$ cat config.mk
export PLATFORM = sky130hd
export DESIGN_NAME = mct_mac
export DESIGN_NICKNAME = d
export VERILOG_FILES = /design/src/design/mct_pkg.sv /design/src/design/mct_mac.sv
export SDC_FILE = /design/constraint.sdc
export NUM_CORES = 2
export LEC_CHECK = 0
export BUFFER_PORTS_ARGS = -buffer_cell sky130_fd_sc_hd__buf_2
export CORE_ASPECT_RATIO = 2
export CORE_MARGIN = 5
export CORE_UTILIZATION = 66
export DETAILED_ROUTE_END_ITERATION = 10
export MAX_ROUTING_LAYER = met4
export PLACE_DENSITY = 0.83
export SYNTH_ARGS = -nofsm -noshare
export SYNTH_HDL_FRONTEND = slang
export SYNTH_SLANG_ARGS = --single-unit
$ cat constraint.sdc
create_clock -name clk_i -period 8.7 [get_ports clk_i]
set_input_delay 1.74 -clock clk_i [delete_from_list [all_inputs] [get_ports clk_i]]
set_output_delay 1.74 -clock clk_i [all_outputs]
set_load 0.02 [all_outputs]
$ cat src/design/mct_pkg.sv
// Shared types and constants for the Markov cohort trace block.
// No dependencies; imported by every module of the block.
`default_nettype none

package mct_pkg;

  // Occupancy word width (Q24.FRAC) and result state index width
  localparam int OCC_W = 40;
  localparam int IDX_W = 5;
  localparam int CFG_W = 5;

  // Request kinds
  typedef enum logic [2:0] {
    KIND_MTX  = 3'd0,
    KIND_OCC  = 3'd1,
    KIND_MORT = 3'd2,
    KIND_ADV  = 3'd3,
    KIND_EMIT = 3'd4
  } kind_e;

  // Configuration register indexes
  localparam logic CFG_MORT_ADJ = 1'b0;
  localparam logic CFG_STATES   = 1'b1;

  // Reset value of the states-in-use register
  localparam logic [CFG_W-1:0] STATES_RST = 5'd16;

  // Control travelling with each multiply-accumulate term
  typedef struct packed {
    logic vld;    // term present
    logic first;  // first term of a column, restarts the sum
    logic last;   // last term of a column, result ready
    logic dead;   // dead-state column: probability is mortality
    logic unit;   // dead-state carry-over term: probability is one
  } mac_ctl_t;

endpackage

`default_nettype wire

$ cat src/design/mct_mac.sv
// Multiply-accumulate pipeline: mortality-adjusted probability, scaled
// term, saturating column sum. Three register stages. Uses mct_pkg.
`default_nettype none

module mct_mac #(
  parameter int FRAC_BITS = 16
) (
  input  wire logic                      clk_i,
  input  wire logic                      rst_ni,
  input  wire logic                      adj_i,
  input  wire mct_pkg::mac_ctl_t         ctl_i,
  input  wire logic [FRAC_BITS:0]        prob_i,
  input  wire logic [FRAC_BITS:0]        mort_i,
  input  wire logic [mct_pkg::OCC_W-1:0] occ_i,
  output logic                           res_vld_o,
  output logic [mct_pkg::OCC_W-1:0]      res_o
);
  import mct_pkg::*;

  localparam int PW = FRAC_BITS + 1;
  localparam int QW = 2 * PW;
  localparam int MW = OCC_W + PW;
  localparam logic [PW-1:0] ONE    = PW'(1) << FRAC_BITS;
  localparam logic [QW-1:0] Q_HALF = QW'(1) << (FRAC_BITS - 1);
  localparam logic [MW-1:0] M_HALF = MW'(1) << (FRAC_BITS - 1);

  mac_ctl_t         ctla_q, ctlb_q;
  logic [PW-1:0]    q_d, q_q;
  logic [QW-1:0]    qprod;
  logic [OCC_W-1:0] occa_q;
  logic [MW-1:0]    prod_q;
  logic [OCC_W-1:0] term, acc_d, acc_q;
  logic [OCC_W:0]   sum;

  // Stage A: effective transition probability
  assign qprod = (QW'(ONE - mort_i) * QW'(prob_i)) + Q_HALF;

  always_comb begin
    if (ctl_i.dead) begin
      q_d = ctl_i.unit ? ONE : mort_i;
    end else if (adj_i) begin
      q_d = qprod[FRAC_BITS +: PW];
    end else begin
      q_d = prob_i;
    end
  end

  // Stage B: occupancy times probability, rounding half added
  always_ff @(posedge clk_i) begin
    q_q    <= q_d;
    occa_q <= occ_i;
    prod_q <= (MW'(occa_q) * MW'(q_q)) + M_HALF;
  end

  // Stage C: saturating accumulation over the column
  assign term  = prod_q[FRAC_BITS +: OCC_W];
  assign sum   = {1'b0, acc_q} + {1'b0, term};
  assign acc_d = ctlb_q.first ? term : (sum[OCC_W] ? '1 : sum[OCC_W-1:0]);

  always_ff @(posedge clk_i) begin
    if (ctlb_q.vld) begin
      acc_q <= acc_d;
    end
  end

  // Control alongside the data stages
  always_ff @(posedge clk_i or negedge rst_ni) begin
    if (!rst_ni) begin
      ctla_q <= '0;
      ctlb_q <= '0;
    end else begin
      ctla_q <= ctl_i;
      ctlb_q <= ctla_q;
    end
  end

  assign res_vld_o = ctlb_q.vld & ctlb_q.last;
  assign res_o     = acc_d;

endmodule

`default_nettype wire
## Word level (Yosys, flattened, before mapping)

Index checks and enable logic that the tools add are counted.

| word-level totals | value |
|---|---|
| input bits | 82 |
| logic and storage cells | 22 |
| output and inout port bits | 41 |
| flip-flop bits (word level) | 159 |

| cells by class | value |
|---|---|
| multiply operators | 2 |
| $add $sub $neg | 4 |
| bitwise operators | 1 |
| muxes and demuxes | 5 |

Operators by type and width:

| cell | count |
|---|---|
| 40-bit 2-to-1 mux | 2 |
| 56-bit by 16-bit adder with 56-bit output (second input constant) | 1 |
| 40-bit by 17-bit multiplier with 56-bit output | 1 |
| 17-bit 2-to-1 mux | 3 |
| 40-bit by 40-bit adder with 41-bit output | 1 |
| 33-bit by 16-bit adder with 33-bit output (second input constant) | 1 |
| 18-bit by 18-bit multiplier with 33-bit output | 1 |
| 17-bit by 17-bit subtractor with 18-bit output (first input constant) | 1 |
| 1-bit bitwise AND | 1 |

## Logic depth before layout (Yosys ltp)

| depth | value |
|---|---|
| word-level depth | 5 |
| depth in mapped cells | 33 |

## Worst setup path after synthesis

Ideal clock, no wire load.

| timing path | value |
|---|---|
| kind | input to register |
| start | input mort_i[0] |
| end | register q_q[15] |
| stages on the path | 32 |
| buffers on the path | 2 |
| setup slack | 0.299 ns |
| arrival | 8.270 ns |
| path through | buf_2 > inv_1 > ha_1 > nand2_1 > nor4_2 > nand2_1 > xor2_1 > clkbuf_1 > and2_1 > fa_1 > inv_1 > fa_1 > inv_1 > fa_1 > inv_1 > fa_1 > inv_1 > fa_1 > inv_1 > fa_1 > inv_1 > ha_1 > nand4_1 > a21o_1 > o211a_1 > o21ai_1 > nand3_1 > a31oi_1 > a21oi_1 > o21bai_1 > xnor2_1 > o31ai_1 |

| between the ends | value |
|---|---|
| longest elaborated chain between the ends | 5 |

Ends and longest elaborated chain:

| element | line | text |
|---|---|---|
| start, declared | mct_mac.sv:13 | `input wire logic [FRAC_BITS:0] mort_i,` |
| 17-bit by 17-bit subtractor with 18-bit output | mct_mac.sv:36 | `assign qprod = (QW'(ONE - mort_i) * QW'(prob_i)) + Q_HALF;` |
| 18-bit by 18-bit multiplier with 33-bit output | mct_mac.sv:36 |  |
| 33-bit by 16-bit adder with 33-bit output | mct_mac.sv:36 |  |
| 17-bit 2-to-1 mux | mct_mac.sv:41 | `end else if (adj_i) begin` |
| 17-bit 2-to-1 mux | mct_mac.sv:39 | `if (ctl_i.dead) begin` |
| named net q_d[15] | mct_mac.sv:28 | `logic [PW-1:0] q_d, q_q;` |
| end signal, assigned | mct_mac.sv:50 | `q_q <= q_d;` |
| end, declared | mct_mac.sv:28 |  |

The timed path passes the listed nets, and every way through them passes these cells.
A chain may end at the register's enable or synchronous reset.

## Worst setup path after layout

| timing path | value |
|---|---|
| start | input mort_i[3] |
| end | register q_q[16] |

The elaborated chain is that of the path after synthesis.

==> metrics <==
post-cts sizing count 0; drt first pass iters 5; Die W 179 um; cell mode on critical path fa_1; dominant synthesized flop cell dfxtp_1; DR DRC count 0; Worst-Margin Slew between 1 and 1.5 ns; syn_nets approximately 5.4k; GRT Total Usage between 30% and 40%; largest net degree at the start of global routing 42; CTS max path bufs 2; Iter 0 DRT Violations around 2.2k; vias in the first global route between 30k and 40k; vias slightly below 30k; Async S/R FF share, synth between 4 and 5%; outcome complete, no violations; max-cap violations 0; CTS Buf Count 17; initial antenna violation count 4; post-DR vias/cell roughly 5.8; Die Ht around 350 um; Synth cell types 72; CTS sink cnt ~140; gpl congestion roughly 0.95; Cells after Synth 4159; Layout Nets around 5.5k; Synth Warn # 0; DP HPWL just over 80000 um; IO Pins around 120; CTS tree yes; die outline area 62600 um^2; Slew Limit Fails 0; CP startpoint kind input pin; Worst-Skew Late Latency 0.48 ns; core area 57100 um^2; FF+latch count, synth roughly 140; min-delay worst type flop to flop; clock skew 0.0168 ns; fin crit share between 90% and 100%; Final ANT Viol Nets 0; register area share after synthesis 8.70%; Worst Path Required 9.09 ns; Post-synth EDFFs 40; Avg WL per Cell roughly 20 um; Setup violations, final 0; syn avg cell area just over 9 um^2; Initial Utilization around two thirds; Worst Setup End Kind flop; clk slew on worst S/H paths roughly 0.070 ns; CP Class input pin to flop; Site Rows between 100 and 150; final hold vios 0; crit path DAT 8.69 ns; Final min period 8.30 ns; Area Overhead vs Synth 6.32%; Max FO, Critical Path 5; I/O Buffers around 120; Max Clock Freq about 120 MHz; post-CTS setup buffers 0; gr ovfl total 0; share of layout cells above drive strength 1 roughly 6.9%; Cell Area, Synth 37900 um^2; htree depth 4; CTS Hold Bufs 0; crit-path max cell delay between 0.5 and 0.6 ns; slowest cell on the critical path fa_1; root buffer cell clkbuf_16; Slew HR between 10% and 20%; first-pass GRT wire length between 150000 and 200000 um; final hold slack approximately 0.36 ns; final WL between 100000 and 150000 um
==> worst paths after layout <==
path,start,endpoint,slack [ns],depth (start not counted)
setup reg to reg,q_q[3],prod_q[55],0.83,23
min in group asynchronous,rst_ni,ctla_q[4],1.07,1
hold / removal,ctla_q[2],ctlb_q[2],0.36,0
max in group asynchronous,rst_ni,ctlb_q[4],7.48,1
hold reg to reg,ctla_q[2],ctlb_q[2],0.36,0
setup / recovery,mort_i[3],q_q[16],0.40,29
==> cells by family after synthesis <==
family	Yosys count	share of synthesized area (%)
AO/OA/AOI/OAI	322	5.41
multiplexers	7	0.188
flip-flops	143	8.70
buffers and inverters	1178	11.7
AND/OR/NAND/NOR	1240	16.2
adder cells (fa/ha/maj)	1156	55.2
XOR/XNOR	113	2.61
==> registers in the layout, indices dropped and copies added, names as in the netlist <==
signal	cells
acc_q	40
occa_q	40
prod_q	40
q_q	17
ctla_q	3
ctlb_q	3
==> cells in the final DEF (no fill, tap or decap), types with 6 or more instances in the layout <==
master	count
inv_1	1009
fa_1	859
nand2_1	607
and2_1	427
ha_1	297
a21oi_1	126
buf_2	122
buf_4	105
dfxtp_1	97
xnor2_1	80
o21ai_0	54
nor2_1	50
nor2b_1	49
edfxtp_1	40
a21o_1	33
xor2_1	31
o21a_1	20
clkbuf_16	17
nand3_1	14
nand2b_1	14
o21bai_1	14
nand3b_1	14
nor3_1	13
nand4_1	13
and3_1	10
a31oi_1	8
a211oi_1	7
clkinv_8	7
or3_1	6
o21ai_1	6
mux2i_1	6
==> worst max-delay path: cells and delay by family <==
| family | cells | cell delay [ns] |
|---|---|---|
| fa+ha+maj | 7 | 3.32 |
| simple gates | 7 | 1.49 |
| compound gates | 8 | 1.49 |
| buf+inv | 5 | 0.35 |
| xor+xnor | 2 | 0.28 |
==> area by class of cell <==
| class | instances | area, um^2 |
|---|---|---|
| Multi-Input combinational cell | 2838 | 30200 |
| Fill cell | 4220 | 16800 |
| Inverter | 1009 | 3790 |
| Sequential cell | 143 | 3290 |
| Timing Repair Buffer | 228 | 1420 |
| Tap cell | 756 | 946 |
| Clock buffer | 17 | 425 |
| Clock inverter | 15 | 191 |
| Antenna cell | 4 | 10.0 |
==> synthesized netlist by cell type, types with 10 or more instances <==
cell type  number  area share (%)
clkbuf_1      161             1.6
fa_1          859              45
nand2b_1       14            0.23
ha_1          297             9.8
nor2b_1        50            0.83
edfxtp_1       40             3.2
dfxtp_1        97             5.1
o21ai_0        54            0.71
and2_1        427             7.1
nand3b_1       14            0.28
nor2_1         52            0.52
nor3_1         14            0.19
xnor2_1        82             1.9
nand3_1        15            0.20
and3_1         10            0.17
nand4_1        13            0.21
a21o_1         33            0.65
o21a_1         20            0.40
a21oi_1       126             1.7
inv_1        1009              10
nand2_1       607             6.0
o21bai_1       14            0.28
xor2_1         31            0.72
==> through the flow <==
step / instance area, um^2 / std cells / setup TNS, ns / util (%) / setup WS, ns
2_1_floorplan: 37900 / 4159 / 0 / - / 0.299
3_3_place_gp: 39600 / 4974 / -0.233 / 69.3 / -0.126
3_5_place_dp: 39600 / 4974 / -1.13 / 69.3 / -0.269
4_1_cts: 40200 / 5006 / 0 / 70.4 / 0.243
5_1_grt: 40300 / 5010 / -0.0573 / 70.5 / -0.0283
6_report: 40300 / 5010 / 0 / 70.5 / 0.401
==> metal layers <==
layer,track usage (%),part of all wire (%)
met5,-,0
met4,24.7,8.8
met2,61.1,53
met1,33.9,31
met3,5.74,7.6
Power is not shown: default switching activity piles up to over one toggle a cycle in this logic, so the estimate is an artifact.
