**config.mk**
```make
export PLATFORM = sky130hd
export DESIGN_NAME = mct_occ_store
export DESIGN_NICKNAME = d
export VERILOG_FILES = /design/src/design/mct_pkg.sv /design/src/design/mct_occ_store.sv
export SDC_FILE = /design/constraint.sdc
export NUM_CORES = 1
export LEC_CHECK = 0
export BUFFER_PORTS_ARGS = -buffer_cell sky130_fd_sc_hd__buf_2
export CAP_MARGIN = 40
export CORE_MARGIN = 2
export CORE_UTILIZATION = 36
export DETAILED_ROUTE_END_ITERATION = 12
export GPL_TIMING_DRIVEN = 0
export PLACE_DENSITY = 0.48
export SYNTH_ARGS = -nofsm -noshare
export SYNTH_HDL_FRONTEND = slang
export SYNTH_SLANG_ARGS = --single-unit
```
**constraint.sdc**
```tcl
create_clock -name clk_i -period 1.4 [get_ports clk_i]
set_input_delay 0.07 -clock clk_i [delete_from_list [all_inputs] [get_ports clk_i]]
set_output_delay 0.07 -clock clk_i [all_outputs]
set_load 0.05 [all_outputs]
```
**src/design/mct_pkg.sv**
```systemverilog
// Shared types and constants for the Markov cohort trace block.
// No dependencies; imported by every module of the block.
`default_nettype none

package mct_pkg;

  // Occupancy word width (Q24.FRAC) and result state index width
  localparam int OCC_W = 40;
  localparam int IDX_W = 5;
  localparam int CFG_W = 5;

  // Request kinds
  typedef enum logic [2:0] {
    KIND_MTX  = 3'd0,
    KIND_OCC  = 3'd1,
    KIND_MORT = 3'd2,
    KIND_ADV  = 3'd3,
    KIND_EMIT = 3'd4
  } kind_e;

  // Configuration register indexes
  localparam logic CFG_MORT_ADJ = 1'b0;
  localparam logic CFG_STATES   = 1'b1;

  // Reset value of the states-in-use register
  localparam logic [CFG_W-1:0] STATES_RST = 5'd16;

  // Control travelling with each multiply-accumulate term
  typedef struct packed {
    logic vld;    // term present
    logic first;  // first term of a column, restarts the sum
    logic last;   // last term of a column, result ready
    logic dead;   // dead-state column: probability is mortality
    logic unit;   // dead-state carry-over term: probability is one
  } mac_ctl_t;

endpackage

`default_nettype wire

```
**src/design/mct_occ_store.sv**
```systemverilog
// Cohort occupancy store: synchronous memory, one write and one read port.
// Entries read as zero until first written. Uses mct_pkg.
`default_nettype none

module mct_occ_store #(
  parameter int DEPTH = 17,
  parameter int AW    = 5
) (
  input  wire logic                    clk_i,
  input  wire logic                    rst_ni,
  input  wire logic                    we_i,
  input  wire logic [AW-1:0]           waddr_i,
  input  wire logic [mct_pkg::OCC_W-1:0] wdata_i,
  input  wire logic [AW-1:0]           raddr_i,
  output logic [mct_pkg::OCC_W-1:0]    rdata_o
);
  import mct_pkg::*;

  logic [OCC_W-1:0] mem [DEPTH];
  logic [OCC_W-1:0] rdata_q;
  logic [DEPTH-1:0] vld_q;
  logic             rvld_q;

  // Storage array and registered read
  always_ff @(posedge clk_i) begin
    if (we_i) begin
      mem[waddr_i] <= wdata_i;
    end
    rdata_q <= mem[raddr_i];
  end

  // Written flags, cleared at reset so untouched entries read as zero
  always_ff @(posedge clk_i or negedge rst_ni) begin
    if (!rst_ni) begin
      vld_q  <= '0;
      rvld_q <= 1'b0;
    end else begin
      if (we_i) begin
        vld_q[waddr_i] <= 1'b1;
      end
      rvld_q <= vld_q[raddr_i];
    end
  end

  assign rdata_o = rvld_q ? rdata_q : '0;

endmodule

`default_nettype wire

```
# [Word level (Yosys, flattened, before mapping)]
# Memory sizes are Yosys's and may differ from the RTL's. A register that Yosys moved wholly into a read port is not among the register bits.
# Cells that the tools add are included.
[word_totals] regBits=18 ram_bits=680 out_inout_bits=40 memories=1
[classes] magnitude_cmp=3 n_mux=7 n_bitwise=1 reduce_logical=1
[memory_table] name="mem" words=17 word_bits=40 read_ports=1 rd_clocked_by_memory_dff=1 write_ports=1 line_no="mct_occ_store.sv:19" source="logic [OCC_W-1:0] mem [DEPTH];"
[op_table] op="$mux W40" n=1
[op_table] op="$or A17 B17 Y17" n=1
[op_table] op="$lt A5 B6 Y1 const B" n=2
[op_table] op="$bmux W1 S5" n=1
[op_table] op="$demux W1 S5" n=1
[op_table] op="$ge A5 B1 Y1 const B" n=1
[op_table] op="$mux W1" n=4
[op_table] op="$logic_and A1 B1 Y1" n=1

# [Depth between registers and ports, before layout]
[logic_depth] depth_word=5 ltp_mapped=8 depth_no_buf=4

# [Worst setup path before layout]
# No wires, ideal clock.
[synth_timing] kind="input to register" start="input waddr_i[1]" end="register vld_q[16]" setup_time_ns=0.090 t_arrival_ns=5.312 required_ns=1.310 slack_ns=-4.002 path_stages=3 cell_sequence="or3b_2 nor4b_1 or2_2"
[synth_between] elab_chain_len=5 elab_cells_between_ends=6 cone_classes="2 x order compare; 2 x mux; 1 x bitwise; 1 x reduce/logical"
[synth_rtl] item="start, declared" line_no="mct_occ_store.sv:12" source="input wire logic [AW-1:0] waddr_i,"
[synth_rtl] item="$lt A5 B6 Y1 (implied by the code) or $ge A5 B1 Y1 (tied branches)" line_no="mct_occ_store.sv:39" source="vld_q[waddr_i] <= 1'b1;"
[synth_rtl] item="$logic_and A1 B1 Y1 (implied by the code)" line_no="mct_occ_store.sv:39"
[synth_rtl] item="$mux W1 (implied by the code)" line_no="mct_occ_store.sv:39"
[synth_rtl] item="$demux W1 S5 (*)" line_no="mct_occ_store.sv:39"
[synth_rtl] item="$or A17 B17 Y17 (no source line) (*)"
[synth_rtl] item="end signal, assigned" line_no="mct_occ_store.sv:35" source="vld_q <= '0;"
[synth_rtl] item="end signal, assigned by index" line_no="mct_occ_store.sv:39"
[synth_rtl] item="end, declared" line_no="mct_occ_store.sv:21" source="logic [DEPTH-1:0] vld_q;"
# Every way passes the cells marked *; elsewhere a longest branch is shown, timed or not.
# A chain may end at the register's enable or synchronous reset.

# [Final worst setup path]
[layout_timing] start="register rvld_q" end="output rdata_o[22] in the netlist's numbering"
[layout_between] elab_chain_len=1
[layout_rtl] item="start, declared" line_no="mct_occ_store.sv:22" source="logic rvld_q;"
[layout_rtl] item="start signal, assigned" line_no="mct_occ_store.sv:41" source="rvld_q <= vld_q[raddr_i];"
[layout_rtl] item="$mux W40" line_no="mct_occ_store.sv:45" source="assign rdata_o = rvld_q ? rdata_q : '0;"
[layout_rtl] item="end, declared" line_no="mct_occ_store.sv:15" source="output logic [mct_pkg::OCC_W-1:0] rdata_o"
# No other way between the ends.

==> summary.md <==
| Metric | Value |
|---|---|
| Status | complete, but fails checks |
| Violated checks | setup timing |
| Async S/R FF share, synth | roughly 2.4% |
| Filler Cell Count | 6634 |
| DRC violations left | 0 |
| Type of origin of the critical path | flip-flop |
| First-pass iteration count of the detailed router | 5 |
| Hold Slack | between 0.1 and 0.15 ns |
| VDD IR max | 0.0007354 V |
| Wire length per cell | approximately 26 µm |
| Routed WL | 68110 µm |
| FMAX | 0.5704 GHz |
| Htree depth | 3 |
| Synth top area cells | edfxtp_1 (74%), mux4_2 (8.4%), mux2i_1 (2.9%) |
| Syn Nets | roughly 1400 |
| Chip width | roughly 280 µm |
| Crit path max fanout | 6 |
| Vias per cell | approximately 5.1 |
| Number of flops mapped to enable cells by yosys | slightly below 700 |
| Hold Crit Class | input port to flip-flop |
| Core Area | between 70000 and 80000 µm² |
| Worst-case clock buffer depth | 3 |
| DP Area | 30410 µm² |
| Max cap viols | 0 |
| Setup slack, reg-to-reg | -0.05 ns |
| Critical Path AT | about 1.7 ns |
| Reg-to-Reg End | rdata_q[38] |
| Quantity of I/O buffers inserted on ports | 89 |
| Worst setup margin | -0.3532 ns |
| Vias in the first global route | approximately 14000 |
| CTS Buf Count | 80 |
| Final Hold Vio Count | 0 |
| RSZ-0062 raised after global routing | true |
| Worst Skew | between 0.015 and 0.02 ns |
| Largest net degree at the start of global routing | 23 |
| Antenna violations before repair | 6 |
| Clk_lat worst skew | 0.61 ns |
| # diodes | 0 |
| Ys flop type | edfxtp_1 |
| CP required | 1.33 ns |
| Period utilization | 125.2% |
| Share of post-route cells with drive strength above 1 | about a third |
| Post-Synthesis Cells | 1309 |
| Worst path slowest cell | dfrtp_2 |
| GRT overflow | 0 |
| CTS tree | done |
| ANT nets after route | 0 |
| Worst slew margin | around 44% |
| Leakage | 11.31 nW |
| Die area | 79260 µm² |
| Finished layout cell area | around 34000 µm² |
| Mapped Avg Cell Area | roughly 21 µm² |
| CP endpoint | rdata_o[22] |
| Routability cong. | 0.6896 |
| Commonest non-fill, non-tap cell in the layout | edfxtp_1 |
| Die Span Y | around 280 µm |
| Pwr dens | 1422 nW/µm² |
| Post-synthesis cell type count | 32 |
| Synth area leader | edfxtp_1 |
| Starting Density | between 30% and 40% |
| Critical R2R Launch | mem[7][38] |
| Count of final setup violators | 41 |
| FF+latch count, synth | roughly 740 |
| YS warnings | 0 |
| Iter 0 DRT Violations | between 1000 and 1500 |
| Start point of the critical path | rvld_q |
| Critical Path Most Common Cell | buf_8 |
| Sequential area share after synthesis | about four fifths |
| Core Rows | 101 |
| Root Buffer | clkbuf_16 |
| Max incr delay on CP | just under 0.5 ns |
| Placed wire-length estimate | 42840 µm |
| Worst path cell trace | buf_8 -> buf_8 -> and2_4 -> buf_8 |
| R2R cell count | 4 |
| Commonest cells after routing, fill and taps aside | edfxtp_1 (680), mux4_2 (104), clkbuf_16 (85), mux2i_1 (80), buf_2 (74) |
| Clock-pin slew on the worst setup and hold paths | 0.06 ns |
| Clock sink count | 738 |
| Top cell type's share of synthesized area | between 70% and 80% |
| CP Capture Type | primary output |
| Worst Tran Pin Value | 0.8392 ns |
| Total GRT Usage | between 15 and 20% |
| Final nets | 1627 |
| Final min period | around 1.8 ns |
| Top Ports | 93 |
| Cell area after synthesis | 27730 µm² |
| Crit Path Category | flip-flop to primary output |
| Wire length of the first global-routing pass | between 90000 and 100000 µm |
| Synth-to-layout area growth | 23.55% |
| Vias | 13690 |
| Max Transition Viols Final | 0 |
-- cell families (layout without fill, tap and decap cells) --
| kind of cell | Yosys count | in the layout | synth area share (%) |
|---|---|---|---|
| simple gates | 134 | 134 | 2.897 |
| flops | 738 | 738 | 78.15 |
| compound gates | 158 | 158 | 3.741 |
| mux | 207 | 207 | 13.40 |
| buf+inv | 72 | 402 | 1.809 |
-- worst max-delay path, delay by kind of cell (launching register included) --
family | cells | cell delay (ns)
DFF | 1 | 0.49
buffers and inverters | 3 | 0.44
and+or+nand+nor | 1 | 0.14
-- through the flow --
step	power, W	instances	TNS [ns]	setup WS, ns	util [%]
global route	0.05046	2669	-14.46	-0.4157	45.03
detailed placement	0.02823	2466	-268.65	-0.9018	39.97
CTS	0.04931	2662	-13.90	-0.4310	44.81
global placement	0.02811	2428	-1024.96	-2.785	38.90
floorplan	0.02697	1309	-200.71	-0.9744	-
finish	0.04873	2669	-11.90	-0.3532	45.03
-- area by class of cell --
| class | instances | area, µm² | area share, % |
|---|---|---|---|
| clock buffer | 114 | 2273 | 6.636 |
| clock inverter | 33 | 257.7 | 0.7523 |
| tap | 1030 | 1289 | 3.762 |
| buffer | 72 | 568.0 | 1.658 |
| sequential | 738 | 21670 | 63.26 |
| multi-input combinational | 499 | 6078 | 17.74 |
| timing repair buffer | 183 | 2122 | 6.194 |
-- metal layers --
layer  track usage (%)  wire, µm
met1             25.98     31730
met2             26.94     31480
met3             3.074      3852
met4             4.255      1043
met5                 0         0
-- registers in the layout, summed over array words and instances (netlist names) --
name	count
vld_q	17
rdata_q	40
rvld_q	1
mem	680
-- timing repair --
action / 4_1_cts / 5_1_grt
endpoints found under the setup margin: 74 / 101
pin swaps: 11 / 13
hold buffers: 47 / 0
setup buffers: 2 / 3
gates resized for setup: 186 / 17
hold endpoints to repair: 708 / 0
-- worst min path at each step --
stage                    start          to  slack (ns)  cells past startpoint
finish              waddr_i[3]   mem[8][7]        0.10                      3
global route        waddr_i[3]   mem[8][7]        0.11                      3
CTS                 waddr_i[4]  mem[16][8]        0.03                      3
detailed placement      rst_ni   vld_q[16]        0.02                      1
global placement        rst_ni   vld_q[12]        0.02                      1
floorplan               rst_ni      rvld_q       -0.23                      0
-- synthesized netlist by cell type (2+ instances only) --
| cell type | count |
|---|---|
| or3b_2 | 2 |
| nor2b_1 | 40 |
| nand2_1 | 3 |
| dfxtp_1 | 40 |
| mux4_2 | 104 |
| and2_1 | 41 |
| nand3b_1 | 5 |
| nand3_1 | 2 |
| a211oi_1 | 39 |
| or2_2 | 17 |
| buf_4 | 14 |
| buf_12 | 5 |
| o22ai_1 | 39 |
| a21oi_1 | 39 |
| or3_1 | 2 |
| buf_6 | 9 |
| mux2i_1 | 81 |
| edfxtp_1 | 680 |
| a22oi_1 | 39 |
| mux4_1 | 21 |
| buf_2 | 24 |
| nor2_1 | 18 |
| clkbuf_1 | 19 |
| dfrtp_1 | 18 |
-- power by group --
| part | internal [W] | switching (W) |
|---|---|---|
| registers | 0.0245 | 0.000140 |
| clock network | 0.0120 | 0.00835 |
| logic | 0.00158 | 0.00212 |
| total | 0.0381 | 0.0106 |
Note: power is estimated with default switching activity, not from simulation.
